===== src/design/assert_macros.svh =====
// assert_macros.svh: assertion macros shared by the tape record deframer RTL.
// Depends on nothing; compiled out when SYNTHESIS is defined.
`ifndef ASSERT_MACROS_SVH
`define ASSERT_MACROS_SVH

`ifndef SYNTHESIS

// Property checked at every clock edge outside reset.
`define TRD_ASSERT(label, clk, rst, prop) \
  label: assert property (@(posedge clk) disable iff (rst) (prop)) \
    else $error("assertion failed");

// Same-cycle implication checked outside reset.
`define TRD_ASSERT_IMPL(label, clk, rst, ante, cons) \
  label: assert property (@(posedge clk) disable iff (rst) (ante) |-> (cons)) \
    else $error("implication failed");

// Next-cycle implication checked outside reset.
`define TRD_ASSERT_NEXT(label, clk, rst, ante, cons) \
  label: assert property (@(posedge clk) disable iff (rst) (ante) |=> (cons)) \
    else $error("next-cycle implication failed");

`else

`define TRD_ASSERT(label, clk, rst, prop)
`define TRD_ASSERT_IMPL(label, clk, rst, ante, cons)
`define TRD_ASSERT_NEXT(label, clk, rst, ante, cons)

`endif

`endif


===== src/design/trd_pkg.sv =====
// trd_pkg: types, codes and constants of the tape record deframer.
// Used by trd_core and tape_record_deframer; depends on nothing.
`default_nettype none

package trd_pkg;

  // Record layout
  localparam int unsigned NAME_BYTES   = 8;
  localparam int unsigned HEADER_BYTES = 6;
  localparam int unsigned MAX_DATA     = 256;
  localparam int unsigned CNT_W        = 9;

  localparam logic [7:0] LEADER_BYTE = 8'hE6;
  localparam logic [7:0] SOH_BYTE    = 8'h01;

  // Header byte positions
  localparam logic [CNT_W-1:0] HDR_NUM_LO  = 9'd0;
  localparam logic [CNT_W-1:0] HDR_NUM_HI  = 9'd1;
  localparam logic [CNT_W-1:0] HDR_LENGTH  = 9'd2;
  localparam logic [CNT_W-1:0] HDR_ADDR_LO = 9'd3;
  localparam logic [CNT_W-1:0] HDR_ADDR_HI = 9'd4;

  // Field class codes
  localparam logic [2:0] CLS_LEADER = 3'd0;
  localparam logic [2:0] CLS_SOH    = 3'd1;
  localparam logic [2:0] CLS_NAME   = 3'd2;
  localparam logic [2:0] CLS_HEADER = 3'd3;
  localparam logic [2:0] CLS_HSUM   = 3'd4;
  localparam logic [2:0] CLS_DATA   = 3'd5;
  localparam logic [2:0] CLS_DSUM   = 3'd6;
  localparam logic [2:0] CLS_NONE   = 3'd7;

  // Scan status codes
  localparam logic [2:0] ST_OK         = 3'd0;
  localparam logic [2:0] ST_HDR_FAIL   = 3'd1;
  localparam logic [2:0] ST_DATA_FAIL  = 3'd2;
  localparam logic [2:0] ST_BAD_LEADER = 3'd3;
  localparam logic [2:0] ST_EMPTY      = 3'd4;
  localparam logic [2:0] ST_NO_SOH     = 3'd5;
  localparam logic [2:0] ST_TRUNCATED  = 3'd6;

  // Framing phase, one-hot
  typedef enum logic [5:0] {
    PH_HUNT   = 6'b000001,
    PH_NAME   = 6'b000010,
    PH_HEADER = 6'b000100,
    PH_HSUM   = 6'b001000,
    PH_DATA   = 6'b010000,
    PH_DSUM   = 6'b100000
  } phase_t;

  // One result transaction
  typedef struct packed {
    logic [7:0]       byte_value;
    logic [2:0]       field_class;
    logic [7:0]       field_position;
    logic             record_done;
    logic [2:0]       scan_status;
    logic [15:0]      record_number;
    logic [15:0]      load_address;
    logic [7:0]       record_kind;
    logic [CNT_W-1:0] data_count;
  } result_t;

endpackage

`default_nettype wire


===== src/design/trd_core.sv =====
// trd_core: framing state and per-byte classification of the deframer.
// Depends on trd_pkg and assert_macros.svh.
`default_nettype none
`include "assert_macros.svh"

module trd_core (
  input  wire logic             clk,
  input  wire logic             rst,
  input  wire logic             step,
  input  wire logic [7:0]       tape_byte,
  input  wire logic             end_of_input,
  input  wire logic             repair_length,
  output trd_pkg::result_t      res
);

  trd_pkg::phase_t               phase, phase_next;
  logic [trd_pkg::CNT_W-1:0]     byte_counter, byte_counter_next;
  logic [trd_pkg::CNT_W-1:0]     cnt_inc;
  logic [7:0]                    header_sum, header_sum_next;
  logic [7:0]                    data_sum, data_sum_next;
  logic                          leader_seen, leader_seen_next;
  logic [15:0]                   number_reg, number_reg_next;
  logic [15:0]                   address_reg, address_reg_next;
  logic [7:0]                    kind_reg, kind_reg_next;
  logic [trd_pkg::CNT_W-1:0]     length_reg, length_reg_next;
  logic                          header_bad, header_bad_next;
  logic [7:0]                    hsum_add, dsum_add;
  logic                          in_record;

  assign cnt_inc   = byte_counter + 9'd1;
  assign hsum_add  = header_sum + tape_byte;
  assign dsum_add  = data_sum + tape_byte;
  assign in_record = (phase == trd_pkg::PH_NAME) || (phase == trd_pkg::PH_HEADER) ||
                     (phase == trd_pkg::PH_HSUM) || (phase == trd_pkg::PH_DATA) ||
                     (phase == trd_pkg::PH_DSUM);

  // Next state and result for the byte at the input
  always_comb begin
    phase_next        = phase;
    byte_counter_next = byte_counter;
    header_sum_next   = header_sum;
    data_sum_next     = data_sum;
    leader_seen_next  = leader_seen;
    number_reg_next   = number_reg;
    address_reg_next  = address_reg;
    kind_reg_next     = kind_reg;
    length_reg_next   = length_reg;
    header_bad_next   = header_bad;

    res                = '0;
    res.byte_value     = tape_byte;
    res.field_class    = trd_pkg::CLS_NONE;
    res.field_position = 8'd0;
    res.record_done    = 1'b0;
    res.scan_status    = trd_pkg::ST_OK;

    if (end_of_input) begin
      res.byte_value  = 8'd0;
      res.record_done = 1'b1;
      if (in_record) begin
        res.scan_status = trd_pkg::ST_TRUNCATED;
      end else begin
        res.scan_status = leader_seen ? trd_pkg::ST_NO_SOH : trd_pkg::ST_EMPTY;
      end
    end else begin
      case (phase)
        trd_pkg::PH_NAME: begin
          res.field_class    = trd_pkg::CLS_NAME;
          res.field_position = byte_counter[7:0];
          header_sum_next    = hsum_add;
          if (cnt_inc >= trd_pkg::CNT_W'(trd_pkg::NAME_BYTES)) begin
            phase_next        = trd_pkg::PH_HEADER;
            byte_counter_next = '0;
          end else begin
            byte_counter_next = cnt_inc;
          end
        end
        trd_pkg::PH_HEADER: begin
          res.field_class    = trd_pkg::CLS_HEADER;
          res.field_position = byte_counter[7:0];
          header_sum_next    = hsum_add;
          case (byte_counter)
            trd_pkg::HDR_NUM_LO:  number_reg_next  = {number_reg[15:8], tape_byte};
            trd_pkg::HDR_NUM_HI:  number_reg_next  = {tape_byte, number_reg[7:0]};
            trd_pkg::HDR_LENGTH:  length_reg_next  = (tape_byte == 8'd0) ?
                                    trd_pkg::CNT_W'(trd_pkg::MAX_DATA) : {1'b0, tape_byte};
            trd_pkg::HDR_ADDR_LO: address_reg_next = {address_reg[15:8], tape_byte};
            trd_pkg::HDR_ADDR_HI: address_reg_next = {tape_byte, address_reg[7:0]};
            default:              kind_reg_next    = tape_byte;
          endcase
          if (cnt_inc >= trd_pkg::CNT_W'(trd_pkg::HEADER_BYTES)) begin
            phase_next        = trd_pkg::PH_HSUM;
            byte_counter_next = '0;
          end else begin
            byte_counter_next = cnt_inc;
          end
        end
        trd_pkg::PH_HSUM: begin
          res.field_class   = trd_pkg::CLS_HSUM;
          header_sum_next   = hsum_add;
          header_bad_next   = (hsum_add != 8'd0);
          if ((hsum_add != 8'd0) && repair_length) begin
            length_reg_next = trd_pkg::CNT_W'(trd_pkg::MAX_DATA);
          end
          byte_counter_next = '0;
          phase_next = (length_reg_next == '0) ? trd_pkg::PH_DSUM : trd_pkg::PH_DATA;
        end
        trd_pkg::PH_DATA: begin
          res.field_class    = trd_pkg::CLS_DATA;
          res.field_position = byte_counter[7:0];
          data_sum_next      = dsum_add;
          if (cnt_inc >= length_reg) begin
            phase_next        = trd_pkg::PH_DSUM;
            byte_counter_next = '0;
          end else begin
            byte_counter_next = cnt_inc;
          end
        end
        trd_pkg::PH_DSUM: begin
          res.field_class = trd_pkg::CLS_DSUM;
          data_sum_next   = dsum_add;
          res.record_done = 1'b1;
          if (header_bad) begin
            res.scan_status = trd_pkg::ST_HDR_FAIL;
          end else if (dsum_add != 8'd0) begin
            res.scan_status = trd_pkg::ST_DATA_FAIL;
          end else begin
            res.scan_status = trd_pkg::ST_OK;
          end
        end
        default: begin
          // hunting for leader and SOH
          if (tape_byte == trd_pkg::LEADER_BYTE) begin
            res.field_class  = trd_pkg::CLS_LEADER;
            leader_seen_next = 1'b1;
          end else if (tape_byte == trd_pkg::SOH_BYTE) begin
            res.field_class   = trd_pkg::CLS_SOH;
            phase_next        = trd_pkg::PH_NAME;
            byte_counter_next = '0;
            header_sum_next   = 8'd0;
            data_sum_next     = 8'd0;
            number_reg_next   = 16'd0;
            address_reg_next  = 16'd0;
            kind_reg_next     = 8'd0;
            length_reg_next   = '0;
            header_bad_next   = 1'b0;
          end else begin
            res.record_done = 1'b1;
            res.scan_status = trd_pkg::ST_BAD_LEADER;
          end
        end
      endcase
    end

    // header as captured after this byte
    res.record_number = number_reg_next;
    res.load_address  = address_reg_next;
    res.record_kind   = kind_reg_next;
    res.data_count    = length_reg_next;
  end

  // State registers; a finished record clears everything
  always_ff @(posedge clk) begin
    if (rst || (step && res.record_done)) begin
      phase        <= trd_pkg::PH_HUNT;
      byte_counter <= '0;
      header_sum   <= 8'd0;
      data_sum     <= 8'd0;
      leader_seen  <= 1'b0;
      number_reg   <= 16'd0;
      address_reg  <= 16'd0;
      kind_reg     <= 8'd0;
      length_reg   <= '0;
      header_bad   <= 1'b0;
    end else if (step) begin
      phase        <= phase_next;
      byte_counter <= byte_counter_next;
      header_sum   <= header_sum_next;
      data_sum     <= data_sum_next;
      leader_seen  <= leader_seen_next;
      number_reg   <= number_reg_next;
      address_reg  <= address_reg_next;
      kind_reg     <= kind_reg_next;
      length_reg   <= length_reg_next;
      header_bad   <= header_bad_next;
    end
  end

  // Checks
  `TRD_ASSERT_NEXT(a_done_clears, clk, rst, step && res.record_done,
                   phase == trd_pkg::PH_HUNT && byte_counter == '0 && !leader_seen)
  `TRD_ASSERT_IMPL(a_data_len_set, clk, rst, phase == trd_pkg::PH_DATA,
                   length_reg != '0 && byte_counter < length_reg)
  `TRD_ASSERT(a_phase_onehot, clk, rst, $onehot(phase))

endmodule

`default_nettype wire


===== src/design/tape_record_deframer.sv =====
// tape_record_deframer: top level with input register, framing core and result register.
// Depends on trd_pkg, trd_core and assert_macros.svh.
//
// Frames cassette records (leader 0xE6 bytes, SOH 0x01, name, six header
// bytes, header checksum, data, data checksum) from a byte stream and tags
// every byte with its field and position; record_done marks the end of a
// record or of a failed scan, with scan_status and the decoded header.
// Throughput is one byte transaction per clock while out_ready does not stall
// the result register: the framing update is a single 8-bit add, a 9-bit
// count compare and a phase change between the input register and the result
// register. An accepted byte is held in the input register, and its result is
// written to the result register when the core steps. Both sides are
// registered, so a stalled result holds while one further byte waits in the
// input register. repair_length is written through cfg_wen/cfg_wdata; the user
// must write it only while the block is idle; the block does not enforce this.
`default_nettype none
`include "assert_macros.svh"

module tape_record_deframer (
  input  wire logic        clk,
  input  wire logic        rst,
  // configuration
  input  wire logic        cfg_wen,
  input  wire logic        cfg_wdata,
  // input channel
  input  wire logic        in_valid,
  output logic             in_ready,
  input  wire logic [7:0]  tape_byte,
  input  wire logic        end_of_input,
  // output channel
  output logic             out_valid,
  input  wire logic        out_ready,
  output logic [7:0]       byte_value,
  output logic [2:0]       field_class,
  output logic [7:0]       field_position,
  output logic             record_done,
  output logic [2:0]       scan_status,
  output logic [15:0]      record_number,
  output logic [15:0]      load_address,
  output logic [7:0]       record_kind,
  output logic [8:0]       data_count
);

  logic             repair_length;
  logic             s1_valid;
  logic [7:0]       s1_byte;
  logic             s1_eoi;
  logic             advance;
  trd_pkg::result_t res;
  trd_pkg::result_t res_q;

  // Core steps when the input stage holds a byte and the result slot is free
  assign advance  = s1_valid && (!out_valid || out_ready);
  assign in_ready = !s1_valid || advance;

  // Configuration register
  always_ff @(posedge clk) begin
    if (rst) begin
      repair_length <= 1'b0;
    end else if (cfg_wen) begin
      repair_length <= cfg_wdata;
    end
  end

  // Input register
  always_ff @(posedge clk) begin
    if (rst) begin
      s1_valid <= 1'b0;
    end else if (in_valid && in_ready) begin
      s1_valid <= 1'b1;
    end else if (advance) begin
      s1_valid <= 1'b0;
    end
  end

  always_ff @(posedge clk) begin
    if (in_valid && in_ready) begin
      s1_byte <= tape_byte;
      s1_eoi  <= end_of_input;
    end
  end

  trd_core u_core (
    .clk           (clk),
    .rst           (rst),
    .step          (advance),
    .tape_byte     (s1_byte),
    .end_of_input  (s1_eoi),
    .repair_length (repair_length),
    .res           (res)
  );

  // Result register
  always_ff @(posedge clk) begin
    if (rst) begin
      out_valid <= 1'b0;
    end else if (advance) begin
      out_valid <= 1'b1;
    end else if (out_ready) begin
      out_valid <= 1'b0;
    end
  end

  always_ff @(posedge clk) begin
    if (advance) begin
      res_q <= res;
    end
  end

  assign byte_value     = res_q.byte_value;
  assign field_class    = res_q.field_class;
  assign field_position = res_q.field_position;
  assign record_done    = res_q.record_done;
  assign scan_status    = res_q.scan_status;
  assign record_number  = res_q.record_number;
  assign load_address   = res_q.load_address;
  assign record_kind    = res_q.record_kind;
  assign data_count     = res_q.data_count;

  // Checks
  `TRD_ASSERT_IMPL(a_status_only_when_done, clk, rst, out_valid && !record_done,
                   scan_status == trd_pkg::ST_OK)
  `TRD_ASSERT_IMPL(a_pos_zero_outside_fields, clk, rst,
                   out_valid && (field_class == trd_pkg::CLS_LEADER ||
                   field_class == trd_pkg::CLS_SOH || field_class == trd_pkg::CLS_HSUM ||
                   field_class == trd_pkg::CLS_DSUM || field_class == trd_pkg::CLS_NONE),
                   field_position == 8'd0)
  `TRD_ASSERT(a_stall_means_full, clk, rst, in_ready || (s1_valid && out_valid))

endmodule

`default_nettype wire


===== config.mk =====
export PLATFORM = sky130hd
export DESIGN_NAME = tape_record_deframer
export DESIGN_NICKNAME = d
export VERILOG_FILES = /design/src/design/trd_pkg.sv /design/src/design/trd_core.sv /design/src/design/tape_record_deframer.sv
export VERILOG_INCLUDE_DIRS = /design/src /design/src/design
export SDC_FILE = /design/constraint.sdc
export NUM_CORES = 1
export LEC_CHECK = 0
export BUFFER_PORTS_ARGS = -buffer_cell sky130_fd_sc_hd__buf_2
export CORE_ASPECT_RATIO = 0.6
export CORE_MARGIN = 4
export CORE_UTILIZATION = 57
export CTS_CLUSTER_SIZE = 20
export DETAILED_ROUTE_END_ITERATION = 16
export PLACE_DENSITY = 0.84
export SETUP_SLACK_MARGIN = 0.3
export SLEW_MARGIN = 20
export SYNTH_ARGS = -nofsm -noshare
export SYNTH_HDL_FRONTEND = slang
export SYNTH_SLANG_ARGS = --single-unit

===== constraint.sdc =====
create_clock -name clk -period 4.2 [get_ports clk]
set_input_delay 0.84 -clock clk [delete_from_list [all_inputs] [get_ports clk]]
set_output_delay 0.84 -clock clk [all_outputs]
set_load 0.05 [all_outputs]

After elaboration in Yosys (flattened, before gate mapping)

Index checks and enable logic that the tools add are counted.

Add/sub/neg operators: 3
Magnitude comparators: 3
Eq/ne operators: 18
Muxes and demuxes: 59
Bitwise gates (word level): 7
Reduce and logical (&&, ||, !) cells: 40

Operators by type and width:

| operator                                            | count |
|---|---|
| one-hot mux 16 bit (2 select lines)                 | 4 |
| 2-to-1 mux 9 bit                                    | 13 |
| 2-to-1 mux 16 bit                                   | 6 |
| 2-to-1 mux 8 bit                                    | 6 |
| one-hot mux 8 bit (2 select lines)                  | 3 |
| one-hot mux 9 bit (5 select lines)                  | 1 |
| 2-to-1 mux 6 bit                                    | 6 |
| one-hot mux 6 bit (5 select lines)                  | 1 |
| one-hot mux 9 bit (3 select lines)                  | 1 |
| AND reduction 5 bit                                 | 4 |
| equality test 9 x 2 -> 1 bit, second input constant | 2 |
| zero test 9 bit                                     | 2 |
| adder 8 bit                                         | 2 |
| nonzero test 8 bit                                  | 2 |
| one-hot mux 3 bit (5 select lines)                  | 1 |
| 2-to-1 mux 3 bit                                    | 4 |
| 2-to-1 mux 4 bit                                    | 3 |
| OR reduction 4 bit                                  | 3 |
| != test 2 bit, second input constant                | 5 |
| nonzero test 2 bit                                  | 5 |
| OR reduction 5 bit                                  | 2 |
| adder 9 x 1 -> 9 bit, second input constant         | 1 |
| equality test 9 x 1 -> 1 bit, second input constant | 1 |
| equality test 9 x 3 -> 1 bit, second input constant | 1 |
| 26 further kinds                                    | 51 |

Bits in registers: 166
Input bits: 15
Output and inout bits: 74
Word-level logic and storage cells: 154

Depth between registers and ports, before layout

Depth after elaboration: 9
Mapped depth: 14
Gate-level depth less buffers: 12

Modules after synthesis

A second synthesis with hierarchy kept.

Cells, all modules: 809
Area total of the unflattened synthesis: 8,107.8 µm²

Modules (own cells, without submodules):

| module               | times used | cells each | area an instance (µm²) |
|---|---|---|---|
| trd_core             | 1          | 715        | 5,537.8 |
| tape_record_deframer | 1          | 94         | 2,570.0 |

Worst setup path after synthesis

No wires, ideal clock.

Path type: in2reg
Start point: in out_ready
End point: reg u_core.address_reg[12]
Library setup time: 0.071 ns
Arrival time: 3.239 ns
Slack: 0.890 ns
Cell stages on the path: 7
Cells stage by stage: nand2b_1 -> nand2_1 -> inv_1 -> and2_0 -> clkbuf_1 -> nand2_1 -> a21oi_1

Word-level cells in the longest chain between the ends: 4

Ends and longest elaborated chain:

| item                   | RTL line                   | text |
|---|---|---|
| start: declaration     | tape_record_deframer.sv:32 | `input wire logic out_ready,` |
| logical OR 1 bit (*)   | tape_record_deframer.sv:53 | `assign advance = s1_valid && (!out_valid \|\| out_ready);` |
| logical AND 1 bit (*)  | tape_record_deframer.sv:53 |  |
| via advance            | tape_record_deframer.sv:48 | `logic advance;` |
| logical AND 1 bit      | trd_core.sv:164            | `if (rst \|\| (step && res.record_done)) begin` |
| logical OR 1 bit       | trd_core.sv:164            |  |
| end signal: assignment | trd_core.sv:182            | `address_reg <= address_reg_next;` |
| end: declaration       | trd_core.sv:23             | `logic [15:0] address_reg, address_reg_next;` |

Mark *: on every way through the listed nets, which the timed path passes. The rest lies on a longest branch.
A chain may end at the register's enable or synchronous reset.

==> summary.txt <==
Logic synthesis
  – Top post-synthesis cells by area: edfxtp_1 (29%), dfxtp_1 (20%), a22o_1 (4.9%), ha_1 (4.0%), nor2_1 (3.7%)
  – Post-synth EDFFs: 81
  – Synth Register Bits: 166
  – Synthesized instance count: 871
  – Synthesized Nets: 915
  – Post-synth ARST share: 0
  – Post-synthesis sequential area ratio: 0.487
  – Area share of the largest cell type after synthesis: 0.287
  – Commonest cells post-synth: dfxtp_1 (85), nor2_1 (83), edfxtp_1 (81), nand2_1 (74), a21oi_1 (54)
  – Post-Syn Area: 0.00848 sq mm
  – YS warnings: 0
  – Synth area leader: edfxtp_1
  – Post-synth cell types: 70
  – Synth Area per Inst: 9.74 sq um
  – Most used DFF post-synth: dfxtp_1
  – Most frequent cell after synthesis: dfxtp_1

Worst hold path
  – Worst Hold Launch: u_core.header_sum[2]$_SDFFE_PP0P_
  – WHS Path Cells: 2
  – Hold endpoint: u_core.header_sum[2]$_SDFFE_PP0P_
  – Hold Path Class: reg -> reg

Detailed routing
  – Vias per inst: 6.44
  – DRC viols: 0
  – Drt wl/cell: 19.7 um
  – Final ANT Viol Nets: 0
  – Drt initial violations: 836
  – Pre-antenna DRT Iters: 5
  – Vias: 7491
  – Drt total wl: 22900 um

Floorplanning
  – Starting density of the core: 0.583
  – Top Ports: 89
  – Rows: 34
  – Die Area: 0.0170 sq mm
  – DIE HEIGHT: 103 um
  – Die X: 166 um
  – Core area: 0.0145 sq mm

Worst setup path
  – Worst setup SP type: flop
  – Required @ worst endpoint: 4.34 ns
  – WP buf/inv: 1
  – Worst Setup Path Type: reg -> reg
  – Worst r2r dst: data_count[7]$_DFFE_PP_
  – Top cell family by delay on the critical path: compound AO/OA/AOI/OAI gates
  – Cells along the critical path: ha_1 > fa_1 > a211oi_1 > nor2_1 > o221ai_1 > nor4_1 > buf_4 > a2111oi_2 > o21ai_0
  – Critical Path Fanout Max: 8
  – Max stage delay on crit path: 0.77 ns
  – Setup crit end kind: flop
  – Flop2flop setup slack: 0.73 ns
  – Crit path DAT: 3.61 ns
  – Reg-to-Reg Start: s1_byte[0]$_DFFE_PP_
  – CP max stage cell: a2111oi_2
  – Worst reg2reg path depth: 9

Timing
  – Final worst path period need: 3.47 ns
  – Slew margin rel.: 0.327
  – Hold Vio Cnt, Final: 0
  – F_max: 288 MHz
  – Slew Limit Fails: 0
  – Worst slew pin tran: 1.00 ns
  – # setup viols final: 0
  – RSZ-0062 raised after global routing: no
  – Setup TNS: 0 ns
  – Final Skew: 0.00920 ns
  – Final Cycle Share: 0.827

GRT
  – Largest net degree at the start of global routing: 45
  – Initial antenna violation count: 0
  – First-pass GRT wire length: 36000 um
  – GR Overflow Total: 0
  – Total GRT Usage: 0.272
  – Vias in the first global route: 6691

Finish
  – Post-synthesis to final-layout area growth: 15.2%
  – Final #Nets: 997
  – Share of cells above drive strength 1: 0.177
  – Final cell count without fillers: 1164
  – Ant diodes: 0
  – Design area: 0.00978 sq mm

Pwr
  – Overall power: 3.63 mW
  – VDD IR max: 0.000224 V
  – Leakage: 3.76 nW
  – PwrDens: 371 mW/mm^2

Clock network
  – Clk root buf: clkbuf_16
  – TritonCTS clock tree: done
  – CTS Hold Bufs: 0
  – PostCTS Resize Cnt: 0
  – Max clock buf depth: 2
  – Total clock buffers created by CTS: 17
  – H-tree Lvls: 4
  – CTS clock-pin slew for the worst setup and hold paths: 0.07 ns
  – Post-CTS Setup Bufs: 0
  – Clock sinks: 166
  – Insertion delay to the later sink of the worst-skew pair: 0.43 ns

Flow run
  – Max_cap viols: 0

Placed design
  – Post-detail-place hpwl: 15700 um
  – GPL Wtd Cong: 0.965
  – Placed Area: 0.00919 sq mm
  – Port buffer count: 88
  – Placed Cells incl. Taps: 1132

Outcome
  – Run status: finished, final reports clean
==> cells by family after synthesis <==
logic type / share of synthesized area
and+or+nand+nor: 0.172
AOI/OAI and AO/OA: 0.234
DFF: 0.487
buffers and inverters: 0.0408
adders and majority gates: 0.0445
xor gates and xnor gates: 0.0124
muxes: 0.00944
==> worst register-to-register path, cell delays in order (launching register included) <==
cell and delay, ns:
edfxtp_1 0.40, ha_1 0.26, fa_1 0.45, a211oi_1 0.48, nor2_1 0.15, o221ai_1 0.24, nor4_1 0.08, buf_4 0.18
a2111oi_2 0.77, o21ai_0 0.20
==> worst max path at each step <==
stage	startpoint	end	slack [ns]	depth (start not counted)
finish	s1_byte[0]$_DFFE_PP_	data_count[7]$_DFFE_PP_	0.73	9
global route	s1_byte[0]$_DFFE_PP_	data_count[0]$_DFFE_PP_	0.38	9
CTS	s1_byte[0]$_DFFE_PP_	data_count[2]$_DFFE_PP_	0.81	9
detailed placement	s1_byte[0]$_DFFE_PP_	data_count[0]$_DFFE_PP_	0.83	9
global placement	u_core.byte_counter[1]$_SDFFE_PP0P_	u_core.byte_counter[7]$_SDFFE_PP0P_	0.89	12
floorplan	out_ready	u_core.address_reg[12]$_SDFFE_PP0P_	0.89	7
==> per-layer routing <==
metal | global-route usage | wire (um) | vias up
met1 | 0.410 | 10200 | 3537
met4 | 0.0786 | 371 | 0
li1 | - | - | 3453
met2 | 0.388 | 9600 | 461
met5 | 0 | 0 | -
met3 | 0.0707 | 2760 | 40
==> stage by stage <==
stage,hold WS (ns),utilization,setup slack (ns)
2_1_floorplan,0.436,-,0.890
3_3_place_gp,0.447,0.631,0.889
3_5_place_dp,0.450,0.631,0.827
4_1_cts,0.459,0.672,0.810
5_1_grt,0.487,0.672,0.379
6_report,0.460,0.672,0.728
==> area by class of cell <==
class | count | area, sq um
multi-input cells | 618 | 4020
clock buffers | 17 | 425
well taps | 198 | 248
fillers | 1124 | 4770
clock inverters | 15 | 165
repair buffers | 119 | 673
flip-flops and latches | 166 | 4130
inverters | 31 | 116
==> placed cells by master, fill, tap and decap left out, types with 8 or more instances in the layout <==
cell | Yosys | routed
nor2_1 | 83 | 83
o21ai_0 | 53 | 53
a21oi_1 | 54 | 54
o211a_1 | 12 | 12
nand2_1 | 74 | 74
nand3_1 | 19 | 19
and2_1 | 10 | 9
mux2i_1 | 8 | 8
clkbuf_16 | 0 | 17
nor4_1 | 9 | 9
nor3_1 | 25 | 24
a21o_1 | 10 | 10
nand2b_1 | 14 | 14
dfxtp_1 | 85 | 85
nand4_1 | 10 | 10
buf_2 | 4 | 88
buf_4 | 0 | 31
inv_1 | 30 | 29
ha_1 | 27 | 27
a22o_1 | 47 | 47
a22oi_1 | 34 | 34
a211oi_1 | 9 | 9
edfxtp_1 | 81 | 81
==> power by group <==
group | internal (mW) | switching, mW | total, mW | leakage [nW]
combinational | 0.0721 | 0.243 | 0.315 | 2.03
sequential | 1.74 | 0.0193 | 1.76 | 1.44
clock | 0.845 | 0.716 | 1.56 | 0.284
total | 2.65 | 0.978 | 3.63 | 3.76
(Power assumes the default switching activity.)
